## src/rtl/lzhc_pkg.sv

```systemverilog
// Shared types, constants and prefix-code functions for the LZ hash-chain encoder.
// No dependencies; every other rtl file refers to this package by scoped names.
`default_nettype none
package lzhc_pkg;

  localparam int DEF_WINDOW_SIZE = 4096;
  localparam int DEF_MAX_MATCH   = 226;
  localparam int PAIR_TABLE_SIZE = 1024;
  localparam int PAIR_W          = 10;
  localparam int BYTE_W          = 8;
  localparam int LEN_W           = 8;
  localparam int SHIFT_W         = 12;
  localparam int CODE_W          = 27;
  localparam int CNT_W           = 5;

  localparam logic TOK_LIT   = 1'b0;
  localparam logic TOK_MATCH = 1'b1;

  // length code tiers
  localparam int LEN_TIER_A = 34;
  localparam int LEN_TIER_B = 34 + 64;
  // shift code tiers
  localparam int SH_TIER_A = 34;
  localparam int SH_TIER_B = 34 + 64;
  localparam int SH_TIER_C = 34 + 64 + 256;
  localparam int SH_TIER_D = 34 + 64 + 256 + 1024;

  typedef struct packed {
    logic [BYTE_W-1:0] data;
    logic              last;
  } item_t;

  typedef struct packed {
    logic               kind;
    logic [BYTE_W-1:0]  lit;
    logic [LEN_W-1:0]   len;
    logic [SHIFT_W-1:0] shift;
    logic               last;
  } tok_t;

  typedef struct packed {
    logic [CODE_W-1:0] bits;
    logic [CNT_W-1:0]  cnt;
  } code_t;

  function automatic code_t length_code(input logic [LEN_W-1:0] len);
    code_t c;
    logic [LEN_W-1:0] e;
    c.bits = '0;
    c.cnt  = '0;
    e      = '0;
    if (len <= 8'd2) begin
      c.bits = 27'd1;  c.cnt = 5'd3;
    end else if (len == 8'd3) begin
      c.bits = 27'd3;  c.cnt = 5'd5;
    end else if (len == 8'd4) begin
      c.bits = 27'd5;  c.cnt = 5'd3;
    end else if (len == 8'd5) begin
      c.bits = 27'd7;  c.cnt = 5'd5;
    end else if (len == 8'd6) begin
      c.bits = 27'd15; c.cnt = 5'd5;
    end else if (len <= 8'd10) begin
      e = len - 8'd7;
      c.bits = 27'd11 | (CODE_W'(e[1:0]) << 4); c.cnt = 5'd6;
    end else if (len <= 8'd18) begin
      e = len - 8'd11;
      c.bits = 27'd19 | (CODE_W'(e[2:0]) << 5); c.cnt = 5'd8;
    end else if (len <= LEN_W'(LEN_TIER_A)) begin
      e = len - 8'd19;
      c.bits = 27'd31 | (CODE_W'(e[3:0]) << 6); c.cnt = 5'd10;
    end else if (len <= LEN_W'(LEN_TIER_B)) begin
      e = len - 8'd35;
      c.bits = 27'd23 | (CODE_W'(e[5:0]) << 5); c.cnt = 5'd11;
    end else begin
      e = len - 8'd99;
      c.bits = 27'd63 | (CODE_W'(e[6:0]) << 6); c.cnt = 5'd13;
    end
    return c;
  endfunction

  function automatic code_t shift_code(input logic [SHIFT_W-1:0] s);
    code_t c;
    logic [SHIFT_W-1:0] d;
    c.bits = '0;
    c.cnt  = '0;
    d      = '0;
    if (s < 12'd2) begin
      c.bits = 27'd28 | (CODE_W'(s[0]) << 5); c.cnt = 5'd6;
    end else if (s < 12'd6) begin
      d = s - 12'd2;
      c.bits = 27'd8 | (CODE_W'(d[1:0]) << 4); c.cnt = 5'd6;
    end else if (s < 12'd10) begin
      d = s - 12'd6;
      c.bits = 27'd4 | (CODE_W'(d[1:0]) << 4); c.cnt = 5'd6;
    end else if (s < 12'd18) begin
      d = s - 12'd10;
      c.bits = CODE_W'(d[2:0]) << 4; c.cnt = 5'd7;
    end else if (s < SHIFT_W'(SH_TIER_A)) begin
      d = s - 12'd18;
      c.bits = 27'd12 | (CODE_W'(d[3:0]) << 5); c.cnt = 5'd9;
    end else if (s < SHIFT_W'(SH_TIER_B)) begin
      d = s - SHIFT_W'(SH_TIER_A);
      c.bits = 27'd2 | (CODE_W'(d[5:0]) << 3); c.cnt = 5'd9;
    end else if (s < SHIFT_W'(SH_TIER_C)) begin
      d = s - SHIFT_W'(SH_TIER_B);
      c.bits = 27'd6 | (CODE_W'(d[7:0]) << 3); c.cnt = 5'd11;
    end else if (s < SHIFT_W'(SH_TIER_D)) begin
      d = s - SHIFT_W'(SH_TIER_C);
      c.bits = 27'd3 | (CODE_W'(d[9:0]) << 2); c.cnt = 5'd12;
    end else begin
      d = s - SHIFT_W'(SH_TIER_D);
      c.bits = 27'd1 | (CODE_W'(d) << 2); c.cnt = 5'd14;
    end
    return c;
  endfunction

endpackage
`default_nettype wire

```

## src/rtl/lzhc_emit.sv

```systemverilog
// Token coder and two-entry output buffer: builds the prefix code of each token and
// holds it until the master side takes the transfer. Depends on lzhc_pkg.
`default_nettype none
module lzhc_emit (
  input  wire logic           clk,
  input  wire logic           rst,
  input  wire logic           em_push,
  output logic                em_ready,
  input  wire lzhc_pkg::tok_t tok,
  output logic                out_valid,
  input  wire logic           out_ready,
  output logic [63:0]         out_data,
  output logic                out_last
);

  typedef struct packed {
    lzhc_pkg::tok_t t;
    lzhc_pkg::code_t c;
  } entry_t;

  entry_t          slots [2];
  logic            wr_ptr;
  logic            rd_ptr;
  logic [1:0]      count;
  logic            pop;
  lzhc_pkg::code_t lc, sc, code;
  entry_t          head;

  always_comb begin
    lc = lzhc_pkg::length_code(tok.len);
    sc = lzhc_pkg::shift_code(tok.shift);
    if (tok.kind == lzhc_pkg::TOK_LIT) begin
      code.bits = lzhc_pkg::CODE_W'(tok.lit) << 1;
      code.cnt  = lzhc_pkg::CNT_W'(9);
    end else begin
      code.bits = lc.bits | (sc.bits << lc.cnt);
      code.cnt  = lc.cnt + sc.cnt;
    end
  end

  assign em_ready  = (count != 2'd2);
  assign out_valid = (count != 2'd0);
  assign pop       = out_valid && out_ready;
  assign head      = slots[rd_ptr];
  assign out_last  = head.t.last;
  assign out_data  = {3'b000, head.c.cnt, head.c.bits, head.t.shift, head.t.len,
                      head.t.lit, head.t.kind};

  always_ff @(posedge clk) begin
    if (em_push) begin
      slots[wr_ptr] <= '{t: tok, c: code};
    end
  end

  always_ff @(posedge clk) begin
    if (rst) begin
      wr_ptr <= 1'b0;
      rd_ptr <= 1'b0;
      count  <= 2'd0;
    end else begin
      if (em_push) wr_ptr <= ~wr_ptr;
      if (pop) rd_ptr <= ~rd_ptr;
      count <= count + 2'(em_push) - 2'(pop);
    end
  end

endmodule
`default_nettype wire

```

## config.mk

```make
export PLATFORM = sky130hd
export DESIGN_NAME = lzhc_emit
export DESIGN_NICKNAME = d
export VERILOG_FILES = /design/src/rtl/lzhc_pkg.sv /design/src/rtl/lzhc_emit.sv
export SDC_FILE = /design/constraint.sdc
export NUM_CORES = 1
export LEC_CHECK = 0
export BUFFER_PORTS_ARGS = -buffer_cell sky130_fd_sc_hd__buf_4
export CORE_ASPECT_RATIO = 0.7
export CORE_UTILIZATION = 58
export CTS_BUF_LIST = sky130_fd_sc_hd__clkbuf_16
export DETAILED_ROUTE_END_ITERATION = 8
export HOLD_SLACK_MARGIN = 0.02
export PLACE_DENSITY = 0.9
export SKIP_CTS_REPAIR_TIMING = 1
export SYNTH_ARGS = -nofsm -noshare
export SYNTH_HDL_FRONTEND = slang
export SYNTH_SLANG_ARGS = --single-unit
```

## constraint.sdc

```tcl
create_clock -name clk -period 5.28 [get_ports clk]
set_clock_uncertainty 0.1 [all_clocks]
set_input_delay 1.056 -clock clk [delete_from_list [all_inputs] [get_ports clk]]
set_output_delay 1.056 -clock clk [all_outputs]
set_load 0.05 [all_outputs]
```

==> impl_metrics.toml <==
[status]
status = "complete, no violations"

[grt]
grt_pass1_wl_um = 26310
antenna_found_initial = 0
first_global_vias = 5168
grt_remaining_overflow = 0
grt.total_usage_pct = 27.87
grt_max_degree = 62

[clock_tree]
clk_latency_ns = 0.42
cts_buffer_depth = 2
cts_tree = "built"
cts_made_buffers = 17
cts_sinks = 127
cts.htree.levels = 4
cts-root-buf = "clkbuf_16"
clk_pin_slew_ns = 0.06

[detailed_routing]
drc = 0
antenna_left = 0
wl_met3_um = 1202
viasPerCell = 6.244
met1_length_um = 7157
drt_first_pass_iters = 8
highest_layer = "met4"
drt_wl_total_um = 16590
wire_per_inst_um = 19.64
vias = 5276
drt_iter0_markers = 591
wl_met2_um = 7883

[placement]
buffer_ports.inserted = 97
place_congestion = 0.8897
place_hpwl_um = 11210

[logic_synthesis]
synth_common_cells = "122 x edfxtp_1, 62 x mux2_2, 39 x nor2_1"
synthCells = 591
syn_area_per_cell_um2 = 11.73
synth_area_leaders = "edfxtp_1 53%, mux2_2 10%, mux2i_1 2.6%"
netlist.area_leader.share_pct = 52.83
synth_seq_cells = 127
synth.distinct_cells = 70
yosysSeqAreaShare_pct = 54.28
synth-edff-count = 122
ys_async_sr_fraction_pct = 0
yosysTopAreaCell = "edfxtp_1"
ys.flop_type = "edfxtp_1"
yosys.cell_count.top_type = "edfxtp_1"
netlist_area_um2 = 6934
yosysWarningCount = 0

[critical_path]
arrival_ns = 4.11
cp.required_ns = 5.34
start_kind = "input pin"
worstSetupPathType = "input pin to flop"
cp_max_fo = 14
critPathCaptureType = "flop"

[pwr]
powerDensity_nw_per_um2 = 432.9
p_leak_nw = 3.084
ir_drop_uv = 320.2
p_total_mw = 3.602

[cells_and_area]
layout-drive-gt1-share_pct = 30.96
utilization_pct = 71.21
seqCellArea_um2 = 3765
multi_input_area_um2 = 2922
diodes = 0
fin_nets = 721
syn2layout_area_growth_pct = 19.99
fill_cells = 839

[sta]
tns_ns = 0
finalSetupViolCount = 0
hold_viol = 0
fin_crit_sh_pct = 76.71
period_needed_ns = 4.050
worst_pin_slew_ns = 0.9131
maxSlewViolCount = 0
fmax_ghz = 0.2469
rsz0062_at_grt = "false"
maxSlewHeadroom_pct = 38.62

[die]
io_pins = 101
die_area_um2 = 12400
die-width_um = 132.7
start_util_pct = 59.34
row_count = 33
fp.dieH_um = 93.48
core_area_um2 = 11690

[worst_hold_path]
hold_class = "flop to flop"

[run]
maxCapViolCount = 0
==> cell families after synthesis <==
| logic type | Yosys count | synth area share (%) |
|---|---|---|
| compound gates | 147 | 14.44 |
| xor+xnor | 12 | 1.516 |
| fa+ha+maj | 12 | 2.274 |
| buf+inv | 61 | 3.825 |
| flops | 127 | 54.28 |
| mux | 80 | 12.67 |
| other cells | 1 | 0.05408 |
| simple gates | 151 | 10.95 |
==> worst max-delay path, stage by stage <==
cell,delay (ns)
buf_4,0.17
inv_1,0.11
ha_1,0.21
nor3b_1,0.74
o21ai_0,0.45
or4_1,0.50
mux2i_1,0.16
nor3_1,0.11
a21o_1,0.18
nor3_1,0.41
==> metal layers <==
| metal | up-vias | GRT usage [%] |
|---|---|---|
| met3 | 45 | 5.095 |
| li1 | 2417 | - |
| met5 | - | 0 |
| met2 | 270 | 46.32 |
| met4 | 0 | 11.21 |
| met1 | 2544 | 36.43 |
==> worst paths after layout <==
path                            slack, ns                 from                      to  cells after the start
worst min register to register       0.43  rd_ptr$_SDFFE_PP0P_                    flop                      2
worst min-delay path                 0.43  rd_ptr$_SDFFE_PP0P_                    flop                      2
worst max register to register       3.21  wr_ptr$_SDFFE_PP0P_  slots[1][29]$_DFFE_PP_                      2
worst max-delay path                 1.23               tok[2]  slots[1][30]$_DFFE_PP_                     10
==> power by group <==
group	switching [mW]	internal, mW	leakage (nW)
clock network	0.479	0.662	0.277
registers	0.0528	1.20	1.19
logic	0.794	0.414	1.62
total	1.33	2.28	3.08
==> state kept, by name, summed over array words and instances (netlist names), named ones only <==
name and flops:
rd_ptr 1, count 2, slots 122, wr_ptr 1
==> cell usage in the layout (no fill, tap or decap), types with 15 or more instances in the layout <==
cell type  count
mux2i_1       18
a21oi_1       32
inv_1         15
clkbuf_16     17
o21ai_0       29
buf_4        105
edfxtp_1     122
nor3_1        18
mux2_2        62
nand3_1       18
nand2_1       30
nor2_1        39
==> through the flow <==
stage,instance area [um2],worst slack (ns),hold slack [ns],cells
floorplan,6942,0.9502,0.3811,593
global placement,7745,0.9730,0.3986,813
detailed placement,7745,0.8918,0.4144,813
CTS,8320,1.306,0.4321,845
global route,8320,1.120,0.4632,845
finish,8320,1.230,0.4328,845
==> final cells by class <==
type                       count  area share [%]
inverter                      19          0.8872
multi-input combinational    405           35.11
timing repair buffer         105           9.474
clock buffer                  17           5.113
clock inverter                15           1.805
sequential                   127           45.25
tap                          157           2.361
Note: power is estimated with default switching activity, not from simulation.
