### src/rtl/lzhc_pkg.sv
// Shared types, constants and prefix-code functions for the LZ hash-chain encoder.
// No dependencies; every other rtl file refers to this package by scoped names.
`default_nettype none
package lzhc_pkg;

  localparam int DEF_WINDOW_SIZE = 4096;
  localparam int DEF_MAX_MATCH   = 226;
  localparam int PAIR_TABLE_SIZE = 1024;
  localparam int PAIR_W          = 10;
  localparam int BYTE_W          = 8;
  localparam int LEN_W           = 8;
  localparam int SHIFT_W         = 12;
  localparam int CODE_W          = 27;
  localparam int CNT_W           = 5;

  localparam logic TOK_LIT   = 1'b0;
  localparam logic TOK_MATCH = 1'b1;

  // length code tiers
  localparam int LEN_TIER_A = 34;
  localparam int LEN_TIER_B = 34 + 64;
  // shift code tiers
  localparam int SH_TIER_A = 34;
  localparam int SH_TIER_B = 34 + 64;
  localparam int SH_TIER_C = 34 + 64 + 256;
  localparam int SH_TIER_D = 34 + 64 + 256 + 1024;

  typedef struct packed {
    logic [BYTE_W-1:0] data;
    logic              last;
  } item_t;

  typedef struct packed {
    logic               kind;
    logic [BYTE_W-1:0]  lit;
    logic [LEN_W-1:0]   len;
    logic [SHIFT_W-1:0] shift;
    logic               last;
  } tok_t;

  typedef struct packed {
    logic [CODE_W-1:0] bits;
    logic [CNT_W-1:0]  cnt;
  } code_t;

  function automatic code_t length_code(input logic [LEN_W-1:0] len);
    code_t c;
    logic [LEN_W-1:0] e;
    c.bits = '0;
    c.cnt  = '0;
    e      = '0;
    if (len <= 8'd2) begin
      c.bits = 27'd1;  c.cnt = 5'd3;
    end else if (len == 8'd3) begin
      c.bits = 27'd3;  c.cnt = 5'd5;
    end else if (len == 8'd4) begin
      c.bits = 27'd5;  c.cnt = 5'd3;
    end else if (len == 8'd5) begin
      c.bits = 27'd7;  c.cnt = 5'd5;
    end else if (len == 8'd6) begin
      c.bits = 27'd15; c.cnt = 5'd5;
    end else if (len <= 8'd10) begin
      e = len - 8'd7;
      c.bits = 27'd11 | (CODE_W'(e[1:0]) << 4); c.cnt = 5'd6;
    end else if (len <= 8'd18) begin
      e = len - 8'd11;
      c.bits = 27'd19 | (CODE_W'(e[2:0]) << 5); c.cnt = 5'd8;
    end else if (len <= LEN_W'(LEN_TIER_A)) begin
      e = len - 8'd19;
      c.bits = 27'd31 | (CODE_W'(e[3:0]) << 6); c.cnt = 5'd10;
    end else if (len <= LEN_W'(LEN_TIER_B)) begin
      e = len - 8'd35;
      c.bits = 27'd23 | (CODE_W'(e[5:0]) << 5); c.cnt = 5'd11;
    end else begin
      e = len - 8'd99;
      c.bits = 27'd63 | (CODE_W'(e[6:0]) << 6); c.cnt = 5'd13;
    end
    return c;
  endfunction

  function automatic code_t shift_code(input logic [SHIFT_W-1:0] s);
    code_t c;
    logic [SHIFT_W-1:0] d;
    c.bits = '0;
    c.cnt  = '0;
    d      = '0;
    if (s < 12'd2) begin
      c.bits = 27'd28 | (CODE_W'(s[0]) << 5); c.cnt = 5'd6;
    end else if (s < 12'd6) begin
      d = s - 12'd2;
      c.bits = 27'd8 | (CODE_W'(d[1:0]) << 4); c.cnt = 5'd6;
    end else if (s < 12'd10) begin
      d = s - 12'd6;
      c.bits = 27'd4 | (CODE_W'(d[1:0]) << 4); c.cnt = 5'd6;
    end else if (s < 12'd18) begin
      d = s - 12'd10;
      c.bits = CODE_W'(d[2:0]) << 4; c.cnt = 5'd7;
    end else if (s < SHIFT_W'(SH_TIER_A)) begin
      d = s - 12'd18;
      c.bits = 27'd12 | (CODE_W'(d[3:0]) << 5); c.cnt = 5'd9;
    end else if (s < SHIFT_W'(SH_TIER_B)) begin
      d = s - SHIFT_W'(SH_TIER_A);
      c.bits = 27'd2 | (CODE_W'(d[5:0]) << 3); c.cnt = 5'd9;
    end else if (s < SHIFT_W'(SH_TIER_C)) begin
      d = s - SHIFT_W'(SH_TIER_B);
      c.bits = 27'd6 | (CODE_W'(d[7:0]) << 3); c.cnt = 5'd11;
    end else if (s < SHIFT_W'(SH_TIER_D)) begin
      d = s - SHIFT_W'(SH_TIER_C);
      c.bits = 27'd3 | (CODE_W'(d[9:0]) << 2); c.cnt = 5'd12;
    end else begin
      d = s - SHIFT_W'(SH_TIER_D);
      c.bits = 27'd1 | (CODE_W'(d) << 2); c.cnt = 5'd14;
    end
    return c;
  endfunction

endpackage
`default_nettype wire

### src/rtl/lzhc_queue.sv
// Front side: two-entry input queue that takes byte transfers and hands them to the engine.
// Depends on lzhc_pkg for the queued item type.
`default_nettype none
module lzhc_queue (
  input  wire logic                              clk,
  input  wire logic                              rst,
  input  wire logic                              in_valid,
  output logic                                   in_ready,
  input  wire lzhc_pkg::item_t                   in_item,
  output logic                                   q_valid,
  input  wire logic                              q_pop,
  output lzhc_pkg::item_t                        q_item
);

  lzhc_pkg::item_t slots [2];
  logic       wr_ptr;
  logic       rd_ptr;
  logic [1:0] count;
  logic       push;

  assign in_ready = (count != 2'd2);
  assign q_valid  = (count != 2'd0);
  assign q_item   = slots[rd_ptr];
  assign push     = in_valid && in_ready;

  always_ff @(posedge clk) begin
    if (push) begin
      slots[wr_ptr] <= in_item;
    end
  end

  always_ff @(posedge clk) begin
    if (rst) begin
      wr_ptr <= 1'b0;
      rd_ptr <= 1'b0;
      count  <= 2'd0;
    end else begin
      if (push) wr_ptr <= ~wr_ptr;
      if (q_pop) rd_ptr <= ~rd_ptr;
      count <= count + 2'(push) - 2'(q_pop);
    end
  end

endmodule
`default_nettype wire

### config.mk
export PLATFORM = sky130hd
export DESIGN_NAME = lzhc_queue
export DESIGN_NICKNAME = d
export VERILOG_FILES = /design/src/rtl/lzhc_pkg.sv /design/src/rtl/lzhc_queue.sv
export SDC_FILE = /design/constraint.sdc
export NUM_CORES = 1
export LEC_CHECK = 0
export BUFFER_PORTS_ARGS = -buffer_cell sky130_fd_sc_hd__clkbuf_2
export CORE_ASPECT_RATIO = 1.4
export CORE_UTILIZATION = 40
export DETAILED_ROUTE_END_ITERATION = 8
export PLACE_DENSITY_LB_ADDON = 0.3
export SYNTH_ARGS = -nofsm -noshare
export SYNTH_HDL_FRONTEND = slang
export SYNTH_SLANG_ARGS = --single-unit
### constraint.sdc
create_clock -name clk -period 2.21 [get_ports clk]
set_input_delay 0.1105 -clock clk [delete_from_list [all_inputs] [get_ports clk]]
set_output_delay 0.1105 -clock clk [all_outputs]
set_load 0.02 [all_outputs]
==> flow_summary.toml, run 1 <==
[run_status]
outcome = "finished, final reports clean"

[clocking]
cts.clk_slew.worst_paths_ns = 0.12
cts_tree = "built"
cts_buffers = 3
clock_latency_ns = 0.30
clockRootBuffer = "clkbuf_4"
clockBufferDepth = 2
cts.sinks = 23
ctsResizeCount = 0
ctsHtreeMaxLevel = 1
postCtsSetupBuffers = 0
cts_hold_buf = 8

[sta]
final_hold_viol_count = 0
fin_tns_setup_ns = 0
maxSlewHeadroom_pct = 72.0
finalSetupViolations = 0
finalClockSkew_ns = 0.000938
worst_pin_slew_ns = 0.420
slew_viol_final = 0
rsz0062_at_grt = "no"
timing.final.crit_share_pct = 77.8
fmax_ghz = 0.581
finalCriticalPeriod_ns = 1.72

[grt]
grt_pass1_wl_mm = 2.36
grt_pass1_vias = 570
grt_overflow = 0
track_usage_pct = 13.4
antenna_found_initial = 0
grt_max_degree = 13

[critical_path]
worstSetupEndpointType = "flop"
crit_chain = "nand2b_1, nand2_1, xnor2_1, ha_1, or4b_1, nand4b_1"
critical_path_peak_fanout = 5
crit_family = "simple AND/OR/NAND/NOR gates"
crit_type = "reg -> reg"
critPathLaunch = "count[0]"
critPathBufInv = 0
worstPathRequired_ns = 2.45
slowest_delay_ns = 0.53
slowest_stage = "or4b_1"
critPathLaunchType = "flop"
r2r_cells = 6
crit_arrival_ns = 1.96
reg2reg_from = "count[0]"
critical_path_depth = 6

[placement]
gp_congestion = 0.662
portBuffers = 23
place_hpwl_um = 962

[power_and_ir_drop]
powerDensity_nw_per_um2 = 783
p_leak_uw = 0.000465
vdd_drop_max_mv = 0.416
design_power_total_uw = 905

[logic_synthesis]
ys_types = 22
synth_top_area_cell = "edfxtp_1"
yosysSeqAreaShare_pct = 71.0
syn_avg_cell_area_um2 = 15.8
synthCells = 57
ys_warn_count = 0
ys_top_cells_by_area = "edfxtp_1 (60%), dfxtp_1 (11%), mux2_1 (7.5%)"
synth_nets = 71
netlist_area_um2 = 902
yosysTopAreaCellShare_pct = 59.9
synth-seq-cells = 23

[detailed_routing]
vias_per_cell = 4.98
wl_per_cell_um = 12.4
drt_wl_total_mm = 1.41
ant_nets = 0
via_count = 568
first_pass_iters = 4
first_iter_violations = 7
drcViolationCount = 0

[layout]
drive_gt1_share_pct = 32.6
fin_nets = 107
fin_util_pct = 53.7
diodes = 0
area_growth_pct = 28.2

[min_path]
whs_path_depth = 2
hold_start = "rst"
hp-class = "in -> reg"

[die]
die_y_um = 58.2
core_area_um2 = 2150
dieArea_um2 = 2450
start_util_pct = 41.9
io_pins = 24
floorplan.rows = 20
fp.dieW_um = 42.1

[flow_run]
maxCapViolCount = 0
## layout by cell type, fill, tap and decap left out
| cell | n |
|---|---|
| or2_2 | 1 |
| mux2_1 | 6 |
| clkbuf_4 | 3 |
| clkbuf_2 | 23 |
| nand2_1 | 1 |
| nor2_1 | 3 |
| nand4b_1 | 1 |
| nor2b_1 | 1 |
| a21boi_1 | 1 |
| xnor2_1 | 2 |
| ha_1 | 1 |
| and3_1 | 1 |
| dfxtp_1 | 5 |
| nand3b_1 | 1 |
| a2111oi_0 | 1 |
| or4b_1 | 1 |
| a21oi_1 | 1 |
| nand4_1 | 2 |
| a21bo_1 | 1 |
| clkbuf_1 | 1 |
| inv_1 | 4 |
| edfxtp_1 | 18 |
| mux2_2 | 3 |
| dlygate4sd3_1 | 9 |
| nand2b_1 | 1 |
## power breakdown
group	internal (uW)	switching [uW]
clock network	70.2	115
logic	81.8	104
registers	513	20.7
total	665	240
## Yosys cell counts
cell type	instances
nand4b_1	1
dfxtp_1	5
or2_2	1
ha_1	1
nor2b_1	1
nor2_1	3
nand2b_1	1
nand3b_1	1
a21oi_1	1
a2111oi_0	1
xnor2_1	2
a21boi_1	1
edfxtp_1	18
a21bo_1	1
or4b_1	1
mux2_1	6
mux2_2	3
nand2_1	1
nand4_1	2
buf_2	1
and3_1	1
inv_1	4
## logic make-up after synthesis
| group | after synthesis | synth area share, % |
|---|---|---|
| buffers and inverters | 5 | 2.22 |
| adders and majority gates | 1 | 1.39 |
| AOI/OAI and AO/OA | 4 | 3.47 |
| muxes | 9 | 11.2 |
| DFF | 23 | 71.0 |
| and+or+nand+nor | 13 | 8.74 |
| xor gates and xnor gates | 2 | 1.94 |
## metal layers
layer / share of wire, % / track usage [%] / wire, um
met1: 43 / 14.5 / 604
met2: 52 / 23.7 / 730
met3: 4.4 / 1.87 / 62
met5: 0 / 0 / 0
met4: 1.2 / 9.38 / 17
## path summary, 6_finish.rpt
path                                  to  slack [ns]
worst min register to register    rd_ptr        0.53
worst max register to register  count[1]        0.49
worst max-delay path            count[1]        0.49
worst min-delay path              wr_ptr        0.05
## sequential cells by signal, indices dropped and copies added (netlist names), named ones only
signal	count
wr_ptr	1
count	2
slots	18
rd_ptr	1
## per-stage QoR
stage          area (um2)  hold slack (ns)  cells  setup slack (ns)
2_1_floorplan         902            0.180     57             0.487
3_3_place_gp         1040            0.300    101             0.616
3_5_place_dp         1040            0.308    101             0.531
4_1_cts              1150          0.00782    113             0.504
5_1_grt              1160           0.0522    114             0.344
6_report             1160           0.0531    114             0.490
## final cells by class
cell class / count / area [um2]
Fill cell: 184 / 996
Sequential cell: 23 / 641
Multi-Input combinational cell: 29 / 241
Timing Repair Buffer: 32 / 205
Tap cell: 22 / 27.5
Clock buffer: 4 / 26.3
Inverter: 4 / 15.0
Note: power is estimated with default switching activity, not from simulation.
==> inputs of run 2 (changes only) <==
- ABC_AREA: default -> 1
- clock period: 2.21 -> 1.8 ns (I/O delays scaled with it)
==> run 2 against run 1 <==
  * Area after synthesis down 0.14%
  * Clock skew rose by 0.0013 ns
  * Critical path type is now reg -> out
  * Via count shrank 3.3%
==> flow_summary.toml, run 2 <==
[logic_synthesis]
yosysSeqAreaShare_pct = 71.1
yosysTopAreaCellShare_pct = 60.0
yosys.cell_count.top_type = "edfxtp_1"
synth-seq-cells = 23
synthCells = 59
ys_warn_count = 0
synth_top_area_cell = "edfxtp_1"
ys_types = 16
synth_flop_cell = "edfxtp_1"
ys_top_cells_by_area = "edfxtp_1 (60%), mux2_2 (11%), dfxtp_1 (11%)"
synth_edf_count = 18
netlist_area_um2 = 901
synth_nets = 73
synth_common_cells = "edfxtp_1 (18), mux2_2 (9), inv_1 (6), nand2_1 (6), dfxtp_1 (5)"
syn_avg_cell_area_um2 = 15.3
synth-async-reset-ratio_pct = 0

[placement]
place_hpwl_um = 958
portBuffers = 23
detailedPlace.worstSlack_ns = 0.449
gp_congestion = 0.602

[detailed_routing]
first_pass_iters = 4
first_iter_violations = 10
vias_per_cell = 4.69
wl_per_cell_um = 11.6
drcViolationCount = 0
drt_wl_total_mm = 1.35
via_count = 549
ant_nets = 0

[clocking]
ctsResizeCount = 0
cts.clk_slew.worst_paths_ns = 0.11
clockRootBuffer = "clkbuf_4"
cts_tree = "built"
clock_latency_ns = 0.30
clockBufferDepth = 2
cts.sinks = 23
cts_buffers = 3
ctsHtreeMaxLevel = 1

[min_path]
hp-class = "in -> reg"
hold_start = "rst"

[critical_path]
crit_type = "reg -> out"
critPathLaunchType = "flop"
critical_path_peak_fanout = 9
worstPathRequired_ns = 1.71
worstSetupEndpointType = "output pin"
reg2reg_from = "count[0]"
r2r_cells = 11
slowest_delay_ns = 0.58
regToRegEndpoint = "count[1]"
crit_chain = "mux2_2, clkbuf_2"
slowest_stage = "dfxtp_1"
crit_end = "q_item[0]"
reg2reg_slack_ns = 0.43
crit_arrival_ns = 1.41

[layout]
largest_register = "slots"
fin_nets = 110
diodes = 0
layout_commonest_cell = "clkbuf_2"
area_growth_pct = 28.3
fillers = 194
multi_input_area_um2 = 226
reg_top3 = "slots: 18 flops, count: 2 flops"
drive_gt1_share_pct = 44.2
final_cell_mix = "clkbuf_2 (23), edfxtp_1 (18), mux2_2 (9), dlygate4sd3_1 (9)"
regArea_um2 = 641
largest_reg_flops = 18

[die]
start_util_pct = 41.9
floorplan.rows = 20
dieArea_um2 = 2450
die_y_um = 58.2
fp.dieW_um = 42.1
io_pins = 24
core_area_um2 = 2150

[sta]
finalClockSkew_ns = 0.00219
slew_viol_final = 0
fmax_ghz = 0.665
worst_pin_slew_ns = 0.508
maxSlewHeadroom_pct = 66.1
timing.final.crit_share_pct = 83.5
finalSetupViolations = 0
finalCriticalPeriod_ns = 1.50
hold_slack_ns = 0.0143
fin_tns_setup_ns = 0
rsz0062_at_grt = "no"
setup_ws_ns = 0.297
final_hold_viol_count = 0

[grt]
grt_pass1_vias = 552
grt_overflow = 0
grt_pass1_wl_mm = 2.15
track_usage_pct = 12.5
antenna_found_initial = 0
grt_max_degree = 13

[power_and_ir_drop]
vdd_drop_max_mv = 0.464
p_leak_uw = 0.000474
powerDensity_nw_per_um2 = 973
design_power_total_uw = 1120

[run_status]
outcome = "finished, final reports clean"

[flow_run]
maxCapViolCount = 0
## run 2: logic make-up (layout without fill, tap and decap cells)
group | count (synthesis) | count (layout) | synth area share (%)
flip-flops | 23 | 23 | 71.1
AND/OR/NAND/NOR | 15 | 15 | 9.03
multiplexers | 9 | 9 | 11.3
buffers and inverters | 7 | 43 | 3.75
AO/OA/AOI/OAI | 2 | 2 | 1.53
XOR/XNOR | 2 | 2 | 1.94
adder cells (fa/ha/maj) | 1 | 1 | 1.39
## run 2: timing repair
action                    CTS  global route
buffers inserted            0             0
hold buffers                9             0
hold endpoints to repair   18             0
## run 2: metrics by stage
stage / instance area, um2 / instances / util (%)
6_report: 1160 / 117 / 53.7
2_1_floorplan: 901 / 59 / -
4_1_cts: 1160 / 117 / 53.7
3_3_place_gp: 1040 / 104 / 48.3
5_1_grt: 1160 / 117 / 53.7
3_5_place_dp: 1040 / 104 / 48.3
## run 2: power by group
part / switching (uW) / total, uW / internal (uW)
sequential: 23.3 / 651 / 628
combinational: 140 / 246 / 106
clock: 141 / 227 / 86.3
## run 2: metal layers
layer  global-route usage, %  wire length [um]  vias up
li1                        -                 -      277
met1                    11.3               498      252
met2                    23.9               769       18
met3                    2.18                68        2
met4                    9.38                17        0
met5                       0                 0        -
## run 2: how the worst min path moves through the flow
stage / to / cells past startpoint
6_report: count[1] / 2
5_1_grt: count[1] / 2
4_1_cts: count[1] / 2
3_5_place_dp: slots[1][2] / 1
3_3_place_gp: slots[0][1] / 1
2_1_floorplan: count[1] / 1
## run 2: critical path, delay by kind of cell, from the launching register on
kind	cells	cell delay, ns
buffers and inverters	1	0.15
DFF	1	0.58
muxes	1	0.38
## run 2: final cells by class
| cell class | count | area share [%] |
|---|---|---|
| clock buffers | 4 | 2.27 |
| well taps | 22 | 2.38 |
| repair buffers | 33 | 18.4 |
| inverters | 6 | 1.95 |
| multi-input cells | 29 | 19.6 |
| flip-flops and latches | 23 | 55.4 |
==> inputs of run 3 (changes only) <==
- clock period: 1.8 -> 1.28 ns (I/O delays scaled with it)
==> run 3 against run 2 <==
  * First-iteration DRC count shrank 20%
  * The flow now finishes with violations (design-rule violations, negative setup slack)
  * Sequential power grew 41%
  * Total power grew 60%
  * Critical path type unchanged
  * Hold slack gained 0.052 ns
  * Register-to-register slack lost 0.46 ns
  * Die area is the same
==> flow_summary.toml, run 3 (synthesis gave the netlist of run 2 again) <==
[run_status]
outcome = "finished with violations"
violations = "design-rule violations, negative setup slack"

[critical_path]
critPathLaunchType = "flop"
crit_chain = "buf_6, mux2_4, buf_8"
crit_family = "flip-flops"
critical_path_peak_fanout = 5
crit_arrival_ns = 1.25
worstPathRequired_ns = 1.22
critical_path_depth = 3
r2r_cells = 11
slowest_delay_ns = 0.37
crit_type = "reg -> out"
slowest_stage = "dfxtp_2"
critPathBufInv = 2
worstSetupEndpointType = "output pin"

[grt]
grt_pass1_wl_mm = 2.70
grtUsageMet1_pct = 15.6
grt_overflow = 0
grtUsageMet3_pct = 2.49
grt_busiest_layer = "met2"
grtUsageMet2_pct = 28.3
grt_pass1_vias = 676
grt_max_degree = 14
antenna_found_initial = 0
track_usage_pct = 14.9

[detailed_routing]
first_iter_violations = 8
ant_nets = 0
first_pass_iters = 5
drt_wl_total_mm = 1.68
wl_per_cell_um = 13.3
via_count = 589
drcViolationCount = 1
vias_per_cell = 4.67

[sta]
finalSetupViolations = 10
fin_tns_setup_ns = -0.253
maxSlewHeadroom_pct = 87.9
worst_pin_slew_ns = 0.180
final_hold_viol_count = 0
rsz0062_at_grt = "yes"
finalCriticalPeriod_ns = 1.32
setup_ws_ns = -0.0355
timing.final.crit_share_pct = 103
finalClockSkew_ns = 0.00180
slew_viol_final = 0
fmax_ghz = 0.760

[clocking]
cts_buffers = 3
ctsHtreeMaxLevel = 1
clockRootBuffer = "clkbuf_4"
cts.clk_slew.worst_paths_ns = 0.12
cts_tree = "built"
clock_latency_ns = 0.30
clockBufferDepth = 2
cts.sinks = 23

[flow_run]
maxCapViolCount = 0

[power_and_ir_drop]
p_sw_share_pct = 27.8
comb_power_share_pct = 31.2
design_power_total_uw = 1800
p_int_uw = 1300
p_seq_share_pct = 51.0
power_frac_clock_pct = 17.9
p_leak_uw = 0.000595
power.switching_uw = 501
powerDensity_nw_per_um2 = 1300
vdd_drop_max_mv = 0.895

[placement]
gp_congestion = 0.644
detailedPlace.worstSlack_ns = -0.0635
portBuffers = 23
place_inst = 108
place_hpwl_um = 982

[layout]
layout_commonest_cell = "edfxtp_1"
area_growth_pct = 54.3
reg_top3 = "slots: 18 flops, count: 2 flops"
largest_reg_flops = 18
final_cell_mix = "edfxtp_1 (18), clkbuf_2 (14), dlygate4sd3_1 (10), mux2_4 (9), buf_8 (9)"
drive_gt1_share_pct = 58.7
fin_nets = 119
largest_register = "slots"
diodes = 0
final_cells = 126
fillers = 168

[die]
dieArea_um2 = 2450
start_util_pct = 41.9
fp.dieW_um = 42.1
core_area_um2 = 2150
floorplan.rows = 20
io_pins = 24
die_y_um = 58.2

[min_path]
hp-class = "in -> reg"
whs_path_depth = 3
## run 3: cell count changes in the layout (fill, tap and decap cells not counted), sizes merged
cell and delta:
buf +17, clkbuf -10, clkinv +1, dlygate4sd3 +1
## run 3: per-layer routing
metal | vias to the layer above | share of wire, %
li1 | 293 | -
met1 | 276 | 40
met2 | 16 | 54
met3 | 4 | 3.8
met4 | 0 | 2.0
met5 | - | 0
## run 3: timing repair
action	CTS	global route
setup endpoints to repair	10	19
cloned	1	0
buffers inserted	3	0
pin swaps	5	0
hold endpoints to repair	20	0
hold buffers	10	0
gates resized for setup	33	13
## run 3: cell type report
type                            count  area, um2  share of cell area (%)
Tap cell                           22       27.5                    1.98
Inverter                            6       22.5                    1.62
Multi-Input combinational cell     29        288                    20.7
Clock inverter                      1       5.00                   0.360
Clock buffer                        3       22.5                    1.62
Timing Repair Buffer               42        380                    27.4
Sequential cell                    23        644                    46.4
## run 3: path summary, 6_finish.rpt
path         slack, ns      from         to
min               0.07     q_pop   count[1]
min reg2reg       0.54    rd_ptr     rd_ptr
max reg2reg      -0.03  count[0]   count[1]
max              -0.04      flop  q_item[8]
## run 3: stage by stage
| stage | util, % | hold WS, ns | area, um2 |
|---|---|---|---|
| after detailed placement | 50.1 | 0.257 | 1080 |
| after global routing | 64.6 | 0.0565 | 1390 |
| final | 64.6 | 0.0660 | 1390 |
| after floorplan | - | 0.126 | 910 |
| after global placement | 50.1 | 0.254 | 1080 |
| after CTS | 63.6 | 0.0580 | 1370 |
## run 3: power groups by stage
stage	logic [uW]	registers (uW)	clock network, uW
6_report	562	919	322
5_1_grt	602	925	365
4_1_cts	522	917	329
3_5_place_dp	368	928	0
3_3_place_gp	354	924	0
2_1_floorplan	247	923	0
## run 3: worst register-to-register path: cells and delay by family (launching register included)
| kind | cells | cell delay (ns) |
|---|---|---|
| flops | 1 | 0.36 |
| simple gates | 5 | 0.31 |
| fa+ha+maj | 1 | 0.21 |
| buf+inv | 3 | 0.15 |
| xor+xnor | 1 | 0.13 |
| compound gates | 1 | 0.10 |
